`src/hw/rtl/owm_pkg.sv`:
```
`timescale 1ns / 1ps
`default_nettype none
// ----------------------------------------------------------------------------
// owm_pkg
// Shared types and constants of the tick-driven word bus master.
// ----------------------------------------------------------------------------
package owm_pkg;

    localparam int unsigned TIME_W = 8;
    localparam int unsigned DATA_W = 16;
    localparam int unsigned CFG_IDX_W = 3;

    typedef enum logic [1:0] {
        OP_NOP   = 2'd0,
        OP_RESET = 2'd1,
        OP_WRITE = 2'd2,
        OP_READ  = 2'd3
    } owm_op_t;

    typedef enum logic [CFG_IDX_W-1:0] {
        REG_RESET_LOW   = 3'd0,
        REG_PRES_DELAY  = 3'd1,
        REG_RECOVER     = 3'd2,
        REG_SHORT_LOW   = 3'd3,
        REG_LONG_LOW    = 3'd4,
        REG_SLOT_LEN    = 3'd5,
        REG_READ_SAMPLE = 3'd6,
        REG_READ_SLOT   = 3'd7
    } owm_reg_idx_t;

    typedef enum logic [2:0] {
        PH_IDLE      = 3'd0,
        PH_RST_LOW   = 3'd1,
        PH_RST_WAIT  = 3'd2,
        PH_RST_RECOV = 3'd3,
        PH_WRITE     = 3'd4,
        PH_READ      = 3'd5,
        PH_READ_WAIT = 3'd6
    } owm_phase_t;

    localparam logic [TIME_W-1:0] DEF_RESET_LOW   = 8'd100;
    localparam logic [TIME_W-1:0] DEF_PRES_DELAY  = 8'd16;
    localparam logic [TIME_W-1:0] DEF_RECOVER     = 8'd90;
    localparam logic [TIME_W-1:0] DEF_SHORT_LOW   = 8'd2;
    localparam logic [TIME_W-1:0] DEF_LONG_LOW    = 8'd11;
    localparam logic [TIME_W-1:0] DEF_SLOT_LEN    = 8'd15;
    localparam logic [TIME_W-1:0] DEF_READ_SAMPLE = 8'd4;
    localparam logic [TIME_W-1:0] DEF_READ_SLOT   = 8'd12;

    typedef struct packed {
        owm_op_t            op;
        logic [DATA_W-1:0]  write_data;
        logic               line_in;
    } owm_in_t;

    typedef struct packed {
        logic               drive_low;
        logic               busy_res;
        logic               done_res;
        logic               presence;
        logic [DATA_W-1:0]  read_word;
    } owm_out_t;

    typedef struct packed {
        logic [TIME_W-1:0] reset_low_ticks;
        logic [TIME_W-1:0] presence_delay;
        logic [TIME_W-1:0] reset_recover;
        logic [TIME_W-1:0] short_low;
        logic [TIME_W-1:0] long_low;
        logic [TIME_W-1:0] slot_len;
        logic [TIME_W-1:0] read_sample;
        logic [TIME_W-1:0] read_end;   // max of read_sample, read_slot, short_low
    } owm_cfg_t;

endpackage
`default_nettype wire

```
`src/hw/rtl/owm_cfg_regs.sv`:
```
`timescale 1ns / 1ps
`default_nettype none
// ----------------------------------------------------------------------------
// owm_cfg_regs
// Timing register file with write port; also derives the read slot end tick.
// ----------------------------------------------------------------------------
module owm_cfg_regs (
    input  wire logic                           aclk,
    input  wire logic                           aresetn,
    input  wire logic                           cfg_wr_en,
    input  wire logic [owm_pkg::CFG_IDX_W-1:0]  cfg_index,
    input  wire logic [owm_pkg::TIME_W-1:0]     cfg_wdata,
    output owm_pkg::owm_cfg_t                   cfg
);

    logic [owm_pkg::TIME_W-1:0] reset_low_reg,   reset_low_next;
    logic [owm_pkg::TIME_W-1:0] pres_delay_reg,  pres_delay_next;
    logic [owm_pkg::TIME_W-1:0] recover_reg,     recover_next;
    logic [owm_pkg::TIME_W-1:0] short_low_reg,   short_low_next;
    logic [owm_pkg::TIME_W-1:0] long_low_reg,    long_low_next;
    logic [owm_pkg::TIME_W-1:0] slot_len_reg,    slot_len_next;
    logic [owm_pkg::TIME_W-1:0] read_sample_reg, read_sample_next;
    logic [owm_pkg::TIME_W-1:0] read_slot_reg,   read_slot_next;
    logic [owm_pkg::TIME_W-1:0] max_a;
    owm_pkg::owm_reg_idx_t      idx;

    assign idx = owm_pkg::owm_reg_idx_t'(cfg_index);

    always_comb begin
        reset_low_next   = reset_low_reg;
        pres_delay_next  = pres_delay_reg;
        recover_next     = recover_reg;
        short_low_next   = short_low_reg;
        long_low_next    = long_low_reg;
        slot_len_next    = slot_len_reg;
        read_sample_next = read_sample_reg;
        read_slot_next   = read_slot_reg;
        if (cfg_wr_en) begin
            case (idx)
                owm_pkg::REG_RESET_LOW:   reset_low_next   = cfg_wdata;
                owm_pkg::REG_PRES_DELAY:  pres_delay_next  = cfg_wdata;
                owm_pkg::REG_RECOVER:     recover_next     = cfg_wdata;
                owm_pkg::REG_SHORT_LOW:   short_low_next   = cfg_wdata;
                owm_pkg::REG_LONG_LOW:    long_low_next    = cfg_wdata;
                owm_pkg::REG_SLOT_LEN:    slot_len_next    = cfg_wdata;
                owm_pkg::REG_READ_SAMPLE: read_sample_next = cfg_wdata;
                owm_pkg::REG_READ_SLOT:   read_slot_next   = cfg_wdata;
                default: begin
                end
            endcase
        end
    end

    always_ff @(posedge aclk) begin
        if (!aresetn) begin
            reset_low_reg   <= owm_pkg::DEF_RESET_LOW;
            pres_delay_reg  <= owm_pkg::DEF_PRES_DELAY;
            recover_reg     <= owm_pkg::DEF_RECOVER;
            short_low_reg   <= owm_pkg::DEF_SHORT_LOW;
            long_low_reg    <= owm_pkg::DEF_LONG_LOW;
            slot_len_reg    <= owm_pkg::DEF_SLOT_LEN;
            read_sample_reg <= owm_pkg::DEF_READ_SAMPLE;
            read_slot_reg   <= owm_pkg::DEF_READ_SLOT;
        end else begin
            reset_low_reg   <= reset_low_next;
            pres_delay_reg  <= pres_delay_next;
            recover_reg     <= recover_next;
            short_low_reg   <= short_low_next;
            long_low_reg    <= long_low_next;
            slot_len_reg    <= slot_len_next;
            read_sample_reg <= read_sample_next;
            read_slot_reg   <= read_slot_next;
        end
    end

    assign max_a = (read_slot_reg > read_sample_reg) ? read_slot_reg : read_sample_reg;

    always_comb begin
        cfg.reset_low_ticks = reset_low_reg;
        cfg.presence_delay  = pres_delay_reg;
        cfg.reset_recover   = recover_reg;
        cfg.short_low       = short_low_reg;
        cfg.long_low        = long_low_reg;
        cfg.slot_len        = slot_len_reg;
        cfg.read_sample     = read_sample_reg;
        cfg.read_end        = (short_low_reg > max_a) ? short_low_reg : max_a;
    end

endmodule
`default_nettype wire

```
`src/hw/rtl/owm_seq.sv`:
```
`timescale 1ns / 1ps
`default_nettype none
// ----------------------------------------------------------------------------
// owm_seq
// Bus sequencer: phase, tick counter, bit counter and shift word, stepped once
// per beat; produces the per-tick result.
// ----------------------------------------------------------------------------
module owm_seq #(
    parameter int unsigned WORD_BITS = 16
) (
    input  wire logic       aclk,
    input  wire logic       aresetn,
    input  wire logic       step_en,
    input  wire owm_pkg::owm_in_t  in_beat,
    input  wire owm_pkg::owm_cfg_t cfg,
    output owm_pkg::owm_out_t res
);

    localparam int unsigned CNT_W = $clog2(WORD_BITS + 1);
    localparam int unsigned IDX_W = $clog2(WORD_BITS);
    localparam int unsigned TW = owm_pkg::TIME_W;
    localparam int unsigned DW = owm_pkg::DATA_W;

    owm_pkg::owm_phase_t    phase_reg, phase_next, eff_phase;
    logic [TW-1:0]          tick_reg, tick_next, t;
    logic [CNT_W-1:0]       bit_reg, bit_next, eff_bit, bit_plus;
    logic [WORD_BITS-1:0]   shift_reg, shift_next, eff_shift, rd_shift, rd_mask;
    logic                   pres_reg, pres_next;
    logic [DW-1:0]          recv_reg, recv_next;
    logic                   start, word_end, line;
    logic [TW:0]            t_plus;
    logic [TW-1:0]          wr_low;
    logic                   hit_rst_low, hit_pres, hit_recov, hit_slot;
    logic                   rd_end, rd_sample;
    logic [WORD_BITS+DW-1:0] wd_wide, rd_wide;

    assign line  = in_beat.line_in;
    assign start = (phase_reg == owm_pkg::PH_IDLE) && (in_beat.op != owm_pkg::OP_NOP);

    assign wd_wide = {{WORD_BITS{1'b0}}, in_beat.write_data};
    assign rd_wide = {{DW{1'b0}}, rd_shift};

    always_comb begin
        eff_phase = phase_reg;
        eff_shift = shift_reg;
        if (start) begin
            case (in_beat.op)
                owm_pkg::OP_RESET: eff_phase = owm_pkg::PH_RST_LOW;
                owm_pkg::OP_WRITE: begin
                    eff_phase = owm_pkg::PH_WRITE;
                    eff_shift = wd_wide[WORD_BITS-1:0];
                end
                owm_pkg::OP_READ: begin
                    eff_phase = owm_pkg::PH_READ;
                    eff_shift = '0;
                end
                default: begin
                end
            endcase
        end
    end

    assign t       = start ? '0 : tick_reg;
    assign eff_bit = start ? '0 : bit_reg;

    assign t_plus      = {1'b0, t} + {{TW{1'b0}}, 1'b1};
    assign hit_rst_low = t_plus >= {1'b0, cfg.reset_low_ticks};
    assign hit_pres    = t_plus >= {1'b0, cfg.presence_delay};
    assign hit_recov   = t_plus >= {1'b0, cfg.reset_recover};
    assign hit_slot    = t_plus >= {1'b0, cfg.slot_len};
    assign wr_low      = eff_shift[0] ? cfg.short_low : cfg.long_low;
    assign bit_plus    = eff_bit + {{(CNT_W-1){1'b0}}, 1'b1};
    assign word_end    = bit_plus >= CNT_W'(WORD_BITS);
    assign rd_end      = t >= cfg.read_end;
    // the bit is taken only inside the slot proper, never while waiting for the line
    assign rd_sample   = (eff_phase == owm_pkg::PH_READ) && (t == cfg.read_sample) && line;
    assign rd_mask     = {{(WORD_BITS-1){1'b0}}, 1'b1} << eff_bit[IDX_W-1:0];
    assign rd_shift    = rd_sample ? (eff_shift | rd_mask) : eff_shift;

    // next state
    always_comb begin
        phase_next = eff_phase;
        tick_next  = t;
        bit_next   = eff_bit;
        shift_next = eff_shift;
        pres_next  = pres_reg;
        recv_next  = recv_reg;
        case (eff_phase)
            owm_pkg::PH_IDLE: begin
            end
            owm_pkg::PH_RST_LOW: begin
                if (hit_rst_low) begin
                    phase_next = owm_pkg::PH_RST_WAIT;
                    tick_next  = '0;
                end else begin
                    tick_next = t_plus[TW-1:0];
                end
            end
            owm_pkg::PH_RST_WAIT: begin
                if (hit_pres) begin
                    pres_next  = ~line;
                    phase_next = owm_pkg::PH_RST_RECOV;
                    tick_next  = '0;
                end else begin
                    tick_next = t_plus[TW-1:0];
                end
            end
            owm_pkg::PH_RST_RECOV: begin
                if (hit_recov) begin
                    phase_next = owm_pkg::PH_IDLE;
                    tick_next  = '0;
                end else begin
                    tick_next = t_plus[TW-1:0];
                end
            end
            owm_pkg::PH_WRITE: begin
                if (hit_slot) begin
                    shift_next = eff_shift >> 1;
                    tick_next  = '0;
                    if (word_end) begin
                        phase_next = owm_pkg::PH_IDLE;
                        bit_next   = '0;
                    end else begin
                        bit_next = bit_plus;
                    end
                end else begin
                    tick_next = t_plus[TW-1:0];
                end
            end
            owm_pkg::PH_READ, owm_pkg::PH_READ_WAIT: begin
                shift_next = rd_shift;
                if (eff_phase == owm_pkg::PH_READ && !rd_end) begin
                    tick_next = t_plus[TW-1:0];
                end else if (line) begin
                    tick_next = '0;
                    if (word_end) begin
                        recv_next  = rd_wide[DW-1:0];
                        phase_next = owm_pkg::PH_IDLE;
                        bit_next   = '0;
                    end else begin
                        phase_next = owm_pkg::PH_READ;
                        bit_next   = bit_plus;
                    end
                end else begin
                    phase_next = owm_pkg::PH_READ_WAIT;
                end
            end
            default: begin
                phase_next = owm_pkg::PH_IDLE;
                tick_next  = '0;
                bit_next   = '0;
            end
        endcase
    end

    // per-tick outputs
    always_comb begin
        res.drive_low = 1'b0;
        res.busy_res  = 1'b1;
        res.done_res  = 1'b0;
        case (eff_phase)
            owm_pkg::PH_IDLE:      res.busy_res  = 1'b0;
            owm_pkg::PH_RST_LOW:   res.drive_low = 1'b1;
            owm_pkg::PH_RST_WAIT: begin
            end
            owm_pkg::PH_RST_RECOV: res.done_res  = hit_recov;
            owm_pkg::PH_WRITE: begin
                res.drive_low = t < wr_low;
                res.done_res  = hit_slot && word_end;
            end
            owm_pkg::PH_READ: begin
                res.drive_low = t < cfg.short_low;
                res.done_res  = rd_end && line && word_end;
            end
            owm_pkg::PH_READ_WAIT: res.done_res = line && word_end;
            default:               res.busy_res = 1'b0;
        endcase
        res.presence  = pres_next;
        res.read_word = recv_next;
    end

    always_ff @(posedge aclk) begin
        if (!aresetn) begin
            phase_reg <= owm_pkg::PH_IDLE;
            tick_reg  <= '0;
            bit_reg   <= '0;
            shift_reg <= '0;
            pres_reg  <= 1'b0;
            recv_reg  <= '0;
        end else if (step_en) begin
            phase_reg <= phase_next;
            tick_reg  <= tick_next;
            bit_reg   <= bit_next;
            shift_reg <= shift_next;
            pres_reg  <= pres_next;
            recv_reg  <= recv_next;
        end
    end

`ifndef SYNTHESIS
    a_idle_clean: assert property (@(posedge aclk) disable iff (!aresetn)
        phase_reg == owm_pkg::PH_IDLE |-> (tick_reg == '0 && bit_reg == '0))
        else $error("idle with nonzero counters");

    a_bit_range: assert property (@(posedge aclk) disable iff (!aresetn)
        bit_reg < CNT_W'(WORD_BITS))
        else $error("bit counter out of range");

    a_wait_holds: assert property (@(posedge aclk) disable iff (!aresetn)
        step_en && phase_reg == owm_pkg::PH_READ_WAIT && !in_beat.line_in
        |=> phase_reg == owm_pkg::PH_READ_WAIT)
        else $error("read wait left while line low");

    a_done_busy: assert property (@(posedge aclk) disable iff (!aresetn)
        step_en && res.done_res |=> phase_reg == owm_pkg::PH_IDLE)
        else $error("command done but sequencer not idle");
`endif

endmodule
`default_nettype wire

```
`src/hw/rtl/onewire_word_master_core.sv`:
```
`timescale 1ns / 1ps
`default_nettype none
// ----------------------------------------------------------------------------
// onewire_word_master_core
// Tick-driven open-drain bus master for reset, word write and word read.
// ----------------------------------------------------------------------------
// Every input beat is one bus tick and yields exactly one result beat. The core
// takes one beat per clock cycle while the result side does not stall; a beat
// passes an input register and then the result register before its result is
// offered. Timing registers are written through the cfg_wr_en port and take
// effect from the next cycle; write them only while no command is running.
module onewire_word_master_core #(
    parameter int unsigned WORD_BITS = 16
) (
    input  wire logic                           aclk,
    input  wire logic                           aresetn,
    input  wire logic                           s_valid,
    output      logic                           s_ready,
    input  wire owm_pkg::owm_in_t               s_payload,
    output      logic                           m_valid,
    input  wire logic                           m_ready,
    output owm_pkg::owm_out_t                   m_payload,
    input  wire logic                           cfg_wr_en,
    input  wire logic [owm_pkg::CFG_IDX_W-1:0]  cfg_index,
    input  wire logic [owm_pkg::TIME_W-1:0]     cfg_wdata
);

    logic               in_vld_reg, in_vld_next;
    owm_pkg::owm_in_t   in_data_reg;
    logic               out_vld_reg, out_vld_next;
    owm_pkg::owm_out_t  out_data_reg;
    owm_pkg::owm_out_t  step_res;
    owm_pkg::owm_cfg_t  cfg;
    logic               adv, s_fire;

    owm_cfg_regs u_cfg (
        .aclk      (aclk),
        .aresetn   (aresetn),
        .cfg_wr_en (cfg_wr_en),
        .cfg_index (cfg_index),
        .cfg_wdata (cfg_wdata),
        .cfg       (cfg)
    );

    owm_seq #(
        .WORD_BITS (WORD_BITS)
    ) u_seq (
        .aclk    (aclk),
        .aresetn (aresetn),
        .step_en (adv),
        .in_beat (in_data_reg),
        .cfg     (cfg),
        .res     (step_res)
    );

    assign adv     = in_vld_reg && (!out_vld_reg || m_ready);
    assign s_ready = !in_vld_reg || adv;
    assign s_fire  = s_valid && s_ready;

    always_comb begin
        in_vld_next = in_vld_reg;
        if (s_fire) begin
            in_vld_next = 1'b1;
        end else if (adv) begin
            in_vld_next = 1'b0;
        end
        out_vld_next = out_vld_reg;
        if (adv) begin
            out_vld_next = 1'b1;
        end else if (m_ready) begin
            out_vld_next = 1'b0;
        end
    end

    always_ff @(posedge aclk) begin
        if (!aresetn) begin
            in_vld_reg  <= 1'b0;
            out_vld_reg <= 1'b0;
        end else begin
            in_vld_reg  <= in_vld_next;
            out_vld_reg <= out_vld_next;
        end
    end

    always_ff @(posedge aclk) begin
        if (s_fire) begin
            in_data_reg <= s_payload;
        end
        if (adv) begin
            out_data_reg <= step_res;
        end
    end

    assign m_valid   = out_vld_reg;
    assign m_payload = out_data_reg;

endmodule
`default_nettype wire
```
`config.mk`:
```
export PLATFORM = sky130hd
export DESIGN_NAME = onewire_word_master_core
export DESIGN_NICKNAME = d
export VERILOG_FILES = /design/src/hw/rtl/owm_pkg.sv /design/src/hw/rtl/owm_cfg_regs.sv /design/src/hw/rtl/owm_seq.sv /design/src/hw/rtl/onewire_word_master_core.sv
export SDC_FILE = /design/constraint.sdc
export NUM_CORES = 1
export LEC_CHECK = 0
export BUFFER_PORTS_ARGS = -buffer_cell sky130_fd_sc_hd__buf_2
export CORE_MARGIN = 2
export CORE_UTILIZATION = 60
export DETAILED_ROUTE_END_ITERATION = 16
export GPL_TIMING_DRIVEN = 0
export PLACE_DENSITY = 0.79
export SLEW_MARGIN = 30
export SYNTH_ARGS = -nofsm -noshare
export SYNTH_HDL_FRONTEND = slang
export SYNTH_SLANG_ARGS = --single-unit
```
`constraint.sdc`:
```
create_clock -name aclk -period 10.6 [get_ports aclk]
set_input_delay 2.12 -clock aclk [delete_from_list [all_inputs] [get_ports aclk]]
set_output_delay 2.12 -clock aclk [all_outputs]
set_load 0.01 [all_outputs]
```
---- Yosys cells after proc, flatten, opt, wreduce, memory -nomap -nowiden ----
Index checks and enable logic that the tools add are counted.
storage, ports and cells
  register bits ........................... 154
  bits in latches ......................... 0
  RAM bits ................................ 0
  bits in read-only memories .............. 0
  memories ................................ 0
cells by class
  add/sub/neg operators ................... 2
  multipliers ............................. 0
  div/mod/pow operators ................... 0
  order comparisons ....................... 10
  equality and inequality tests ........... 17
  shifts and indexed selects .............. 1
  mux-type cells .......................... 46
  bitwise logic cells ..................... 2
  reductions and logical operators ........ 32
operators by type and width
  operator                count
  $mux W16                7
  $mux W8                 10
  $pmux W16 S2            2
  $pmux W8 S6             1
  $ge A9 B8 Y1            4
  $mux W3                 9
  $mux W5                 5
  $eq A3 B3 Y1 const B    7
  $pmux W3 S6             1
  $gt A8 B8 Y1            2
  $lt A8 B8 Y1            2
  $or A16 B16 Y16         1
  $reduce_and A2 Y1       8
  $shl A1 B4 Y16 const A  1
  $pmux W5 S3             1
  $eq A3 B2 Y1 const B    4
  $logic_and A1 B1 Y1     10
  $add A8 B1 Y9 const B   1
  $logic_not A3 Y1        3
  $pmux W3 S3             1
  $eq A8 B8 Y1            1
  $ge A8 B8 Y1            1
  $mux W1                 7
  $eq A3 B1 Y1 const B    2
  13 further kinds        19

---- Longest topological paths before layout ----
  word-level depth ........................ 11
  gate-level depth with buffers ........... 28

---- Modules after synthesis ----
A second synthesis with hierarchy kept.
second synthesis, totals
  cell total of the unflattened synthesis .. 1112
  area, all modules ....................... 9193.8 um^2
modules (own cells, without submodules)
  module                    instances  cells each  area an instance (um^2)  sequential area each (um^2)
  owm_seq                   1          675         4867.2                   980.9
  owm_cfg_regs              1          389         3051.7                   1281.2
  onewire_word_master_core  1          48          1275.0                   1211.2

---- Worst setup path before layout ----
No wires, ideal clock.
  path kind ............................... register to register
  start point ............................. register u_cfg.read_sample_reg[1] (netlist bit)
  end point ............................... register u_seq.tick_reg[4]
  data arrival time ....................... 5.169 ns
  required time ........................... 10.478 ns
  setup slack ............................. 5.309 ns
  cell stages (with the launch flop) ...... 27
  path buffers ............................ 0
  clock period less this slack ............ 5.291 ns
  path through ............................ dfxtp_1 -> inv_1 -> ha_1 -> nor2b_1 -> o21a_1 -> o21a_1 -> o21a_1 -> o21bai_1 -> a22oi_2 -> mux2i_1 -> ha_1 -> nor2b_1 -> o21a_1 -> o21ai_0 -> nand2b_1 -> a21oi_1 -> o21ai_0 -> o21ai_1 -> mux2_2 -> ha_1 -> and4_1 -> a221oi_1 -> nand2_2 -> a21oi_1 -> nor2_1 -> a22o_1 -> a221o_1
between the ends
  cells in the longest elaborated chain, start to end .. 9
ends and longest elaborated chain
  element                  RTL line            text
  start, declared          owm_cfg_regs.sv:22  logic [owm_pkg::TIME_W-1:0] read_sample_reg, read_sample_next;
  start signal, assigned   owm_cfg_regs.sv:62  read_sample_reg <= owm_pkg::DEF_READ_SAMPLE;
  start signal, assigned   owm_cfg_regs.sv:71  read_sample_reg <= read_sample_next;
  $gt A8 B8 Y1             owm_cfg_regs.sv:76  assign max_a = (read_slot_reg > read_sample_reg) ? read_slot_reg : read_sample_reg;
  $mux W8 (*)              owm_cfg_regs.sv:76
  $gt A8 B8 Y1             owm_cfg_regs.sv:86  cfg.read_end = (short_low_reg > max_a) ? short_low_reg : max_a;
  $mux W8 (*)              owm_cfg_regs.sv:86
  $ge A8 B8 Y1 (*)         owm_seq.sv:74       assign rd_end = t >= cfg.read_end;
  $logic_not A1 Y1 (*)     owm_seq.sv:132      if (eff_phase == owm_pkg::PH_READ && !rd_end) begin
  $logic_and A1 B1 Y1 (*)  owm_seq.sv:132
  $mux W8 (*)              owm_seq.sv:132
  $pmux W8 S6 (*)          owm_seq.sv:88       case (eff_phase)
  end signal, assigned     owm_seq.sv:192      tick_reg <= tick_next;
  end, declared            owm_seq.sv:25       logic [TW-1:0] tick_reg, tick_next, t;
Mark *: on every way between the ends. The rest lies on a longest branch, timed or not.
A chain may end at the register's enable or synchronous reset.

==> flow_summary.json <==
{
  "antenna_found_initial": 0,
  "rsz0062_at_grt": "false",
  "start_util_pct": 61.5,
  "regArea_um2": 3470,
  "die_x_um": 126,
  "synth_edf_count": 39,
  "leakagePower_nw": 3.98,
  "synthDistinctLibCells": 77,
  "die_y_um": 126,
  "die_area_um2": 15900,
  "ys_seq_area_share_pct": 38.7,
  "cellPowerDensity_nw_per_um2": 141,
  "grt_max_degree": 30,
  "grt_overflow": 0,
  "clock_latency_ns": 0.44,
  "min_period_ns": 6.37,
  "netlist_area_um2": 8970,
  "period_share_pct": 60.1,
  "worstSetupPathType": "register to register",
  "core_area_um2": 14600,
  "ys_warn_count": 0,
  "wl_per_cell_um": 18.1,
  "htree_num_levels": 4,
  "grt_use_total_pct": 30.7,
  "critPathLaunchType": "register",
  "hold_violations": 0,
  "nets": 1231,
  "async_reset_ff_share_pct": 0,
  "status": "finished, final reports clean",
  "maxCapViolations": 0,
  "ant_nets": 0,
  "hold_class": "register to register",
  "via_per_inst": 6.09,
  "cts_setup_buffers": 0,
  "grt_pass1_vias": 7379,
  "finalMaxSlewViolations": 0,
  "firstDrtPassIters": 6,
  "cts.sinks": 154,
  "synthCells": 1055,
  "final_common_cell": "nand2_1",
  "fin_skew_ns": 0.0103,
  "instances_no_fill": 1316,
  "grt_pass1_wl_um": 38500,
  "row_count": 44,
  "via_count": 8018,
  "fin_tns_setup_ns": 0,
  "largest_register_ffs": 20,
  "multi_input_area_um2": 5040,
  "ioPinCount": 57,
  "synth_seq_cells": 154,
  "netlist_top_cells_area": "dfxtp_1, edfxtp_1, ha_1",
  "drc_errors": 0,
  "ctsResizeCount": 0,
  "yosys.area.top_type": "dfxtp_1",
  "fmax_ghz": 0.157,
  "ir_drop_v": 0.000140,
  "worstPathRequired_ns": 10.75,
  "numPortBuffers": 45,
  "synth.top_cell.area_share_pct": 25.7,
  "clockBufferDepth": 2,
  "cts_buffers": 17,
  "relSlewSlack_pct": 48.7,
  "finalSetupViolCount": 0,
  "synth.avg_cell_area_um2": 8.50,
  "antenna_cells": 0,
  "cts_tree": "done",
  "dr.first_iter.drc_count": 986,
  "final_cell_mix": "nand2_1, dfxtp_1, a21oi_1",
  "crit_fanout": 10,
  "cp-end-kind": "register",
  "postCtsHoldBufs": 0,
  "clk_pin_slew_ns": 0.07,
  "tightest_slew_ns": 0.770,
  "dpl.hpwl_um": 17100,
  "root_buffer": "clkbuf_16",
  "cp_data_arrival_time_ns": 6.52,
  "synth_ff_type": "dfxtp_1",
  "routabilityCongestion": 0.925,
  "place_inst": 1284,
  "synthToLayoutAreaGrowth_pct": 11.4,
  "num-fill-cells": 1201,
  "synth_nets": 1167,
  "totalWireLength_um": 23800,
  "drive_gt1_share_pct": 10.9
}
-- worst max-delay path: stages, from the launching register on --
cell and delay, ns:
dfxtp_1 0.41, inv_1 0.12, ha_1 0.30, nor2b_1 0.14, o21a_1 0.12, o21a_1 0.10
o21a_1 0.10, o21bai_1 0.07, a22oi_2 0.50, mux2i_1 0.34, ha_1 0.28, nor2b_1 0.13
o21a_1 0.16, o21ai_0 0.13, nand2b_1 0.08, a21oi_1 0.16, o21ai_0 0.11, o21ai_1 0.42
mux2_2 0.43, ha_1 0.30, and4_1 0.22, a221oi_1 0.38, nand2_2 0.25, nand4_1 0.25
clkbuf_1 0.36, o21ai_0 0.21
-- logic make-up (layout without fill, tap and decap cells) --
| family | count (synthesis) | in the layout | synth area share [%] |
|---|---|---|---|
| AO/OA/AOI/OAI | 308 | 308 | 21.7 |
| XOR/XNOR | 7 | 7 | 0.683 |
| adder cells (fa/ha/maj) | 77 | 77 | 10.7 |
| buffers and inverters | 118 | 195 | 5.15 |
| flip-flops | 154 | 154 | 38.7 |
| multiplexers | 31 | 31 | 3.75 |
| AND/OR/NAND/NOR | 360 | 360 | 19.2 |
-- metal layers --
layer	vias up	wire length [um]	global-route usage, %
met5	-	0	0
met4	0	501	9.57
met3	52	2170	7.31
met2	388	10600	45.9
met1	3698	10600	44.0
li1	3880	-	-
-- path summary, 6_finish.rpt --
check                                                      startpoint                                   to  slack [ns]  cells past startpoint
worst max-delay path            u_cfg.read_sample_reg[1]$_SDFFE_PN0P_               m_payload[4]$_DFFE_PP_        4.23                     25
worst min-delay path              u_cfg.reset_low_reg[3]$_SDFFE_PN0P_  u_cfg.reset_low_reg[3]$_SDFFE_PN0P_        0.47                      2
worst max register to register  u_cfg.read_sample_reg[1]$_SDFFE_PN0P_               m_payload[4]$_DFFE_PP_        4.23                     25
worst min register to register    u_cfg.reset_low_reg[3]$_SDFFE_PN0P_  u_cfg.reset_low_reg[3]$_SDFFE_PN0P_        0.47                      2
-- area by class of cell --
type                       instances  area share (%)
timing repair buffer              45            2.25
sequential                       154            34.8
inverter                          62            2.33
buffer                            56            2.30
tap                              184            2.30
clock inverter                    14            1.35
clock buffer                      18            4.29
multi-input combinational        783            50.4
-- report_power, final --
part           internal [mW]  switching (mW)
logic                 0.0628           0.118
clock network          0.328           0.270
registers              0.623          0.0109
-- stage by stage --
stage	setup WS, ns	power (mW)	utilization (%)	instance area, um^2	hold slack (ns)
6_report	4.23	1.41	68.5	9990	0.469
5_1_grt	3.76	1.46	68.5	9990	0.486
4_1_cts	4.29	1.41	68.5	9990	0.469
3_5_place_dp	4.41	0.820	64.6	9430	0.453
3_3_place_gp	4.52	0.817	64.6	9430	0.451
2_1_floorplan	5.31	0.767	-	8970	0.437
-- synth_stat cells, drive strengths merged (3+ instances only) --
master / instances
or2: 3
nand2b: 10
nor2: 45
a21oi: 88
clkbuf: 47
o211ai: 18
edfxtp: 39
and2: 10
ha: 77
o21a: 7
inv: 62
nand2: 181
nor2b: 15
nor3b: 12
xor2: 5
a221o: 3
a22oi: 4
a21boi: 55
dfxtp: 115
nor3: 16
and3: 8
o22ai: 5
nand3: 34
a21o: 8
mux2: 11
o21ai: 75
nand4: 10
o31ai: 4
or3: 3
a31oi: 18
a22o: 5
mux2i: 20
buf: 9
nand4b: 3
a211oi: 3
Note: power is estimated with default switching activity, not from simulation.
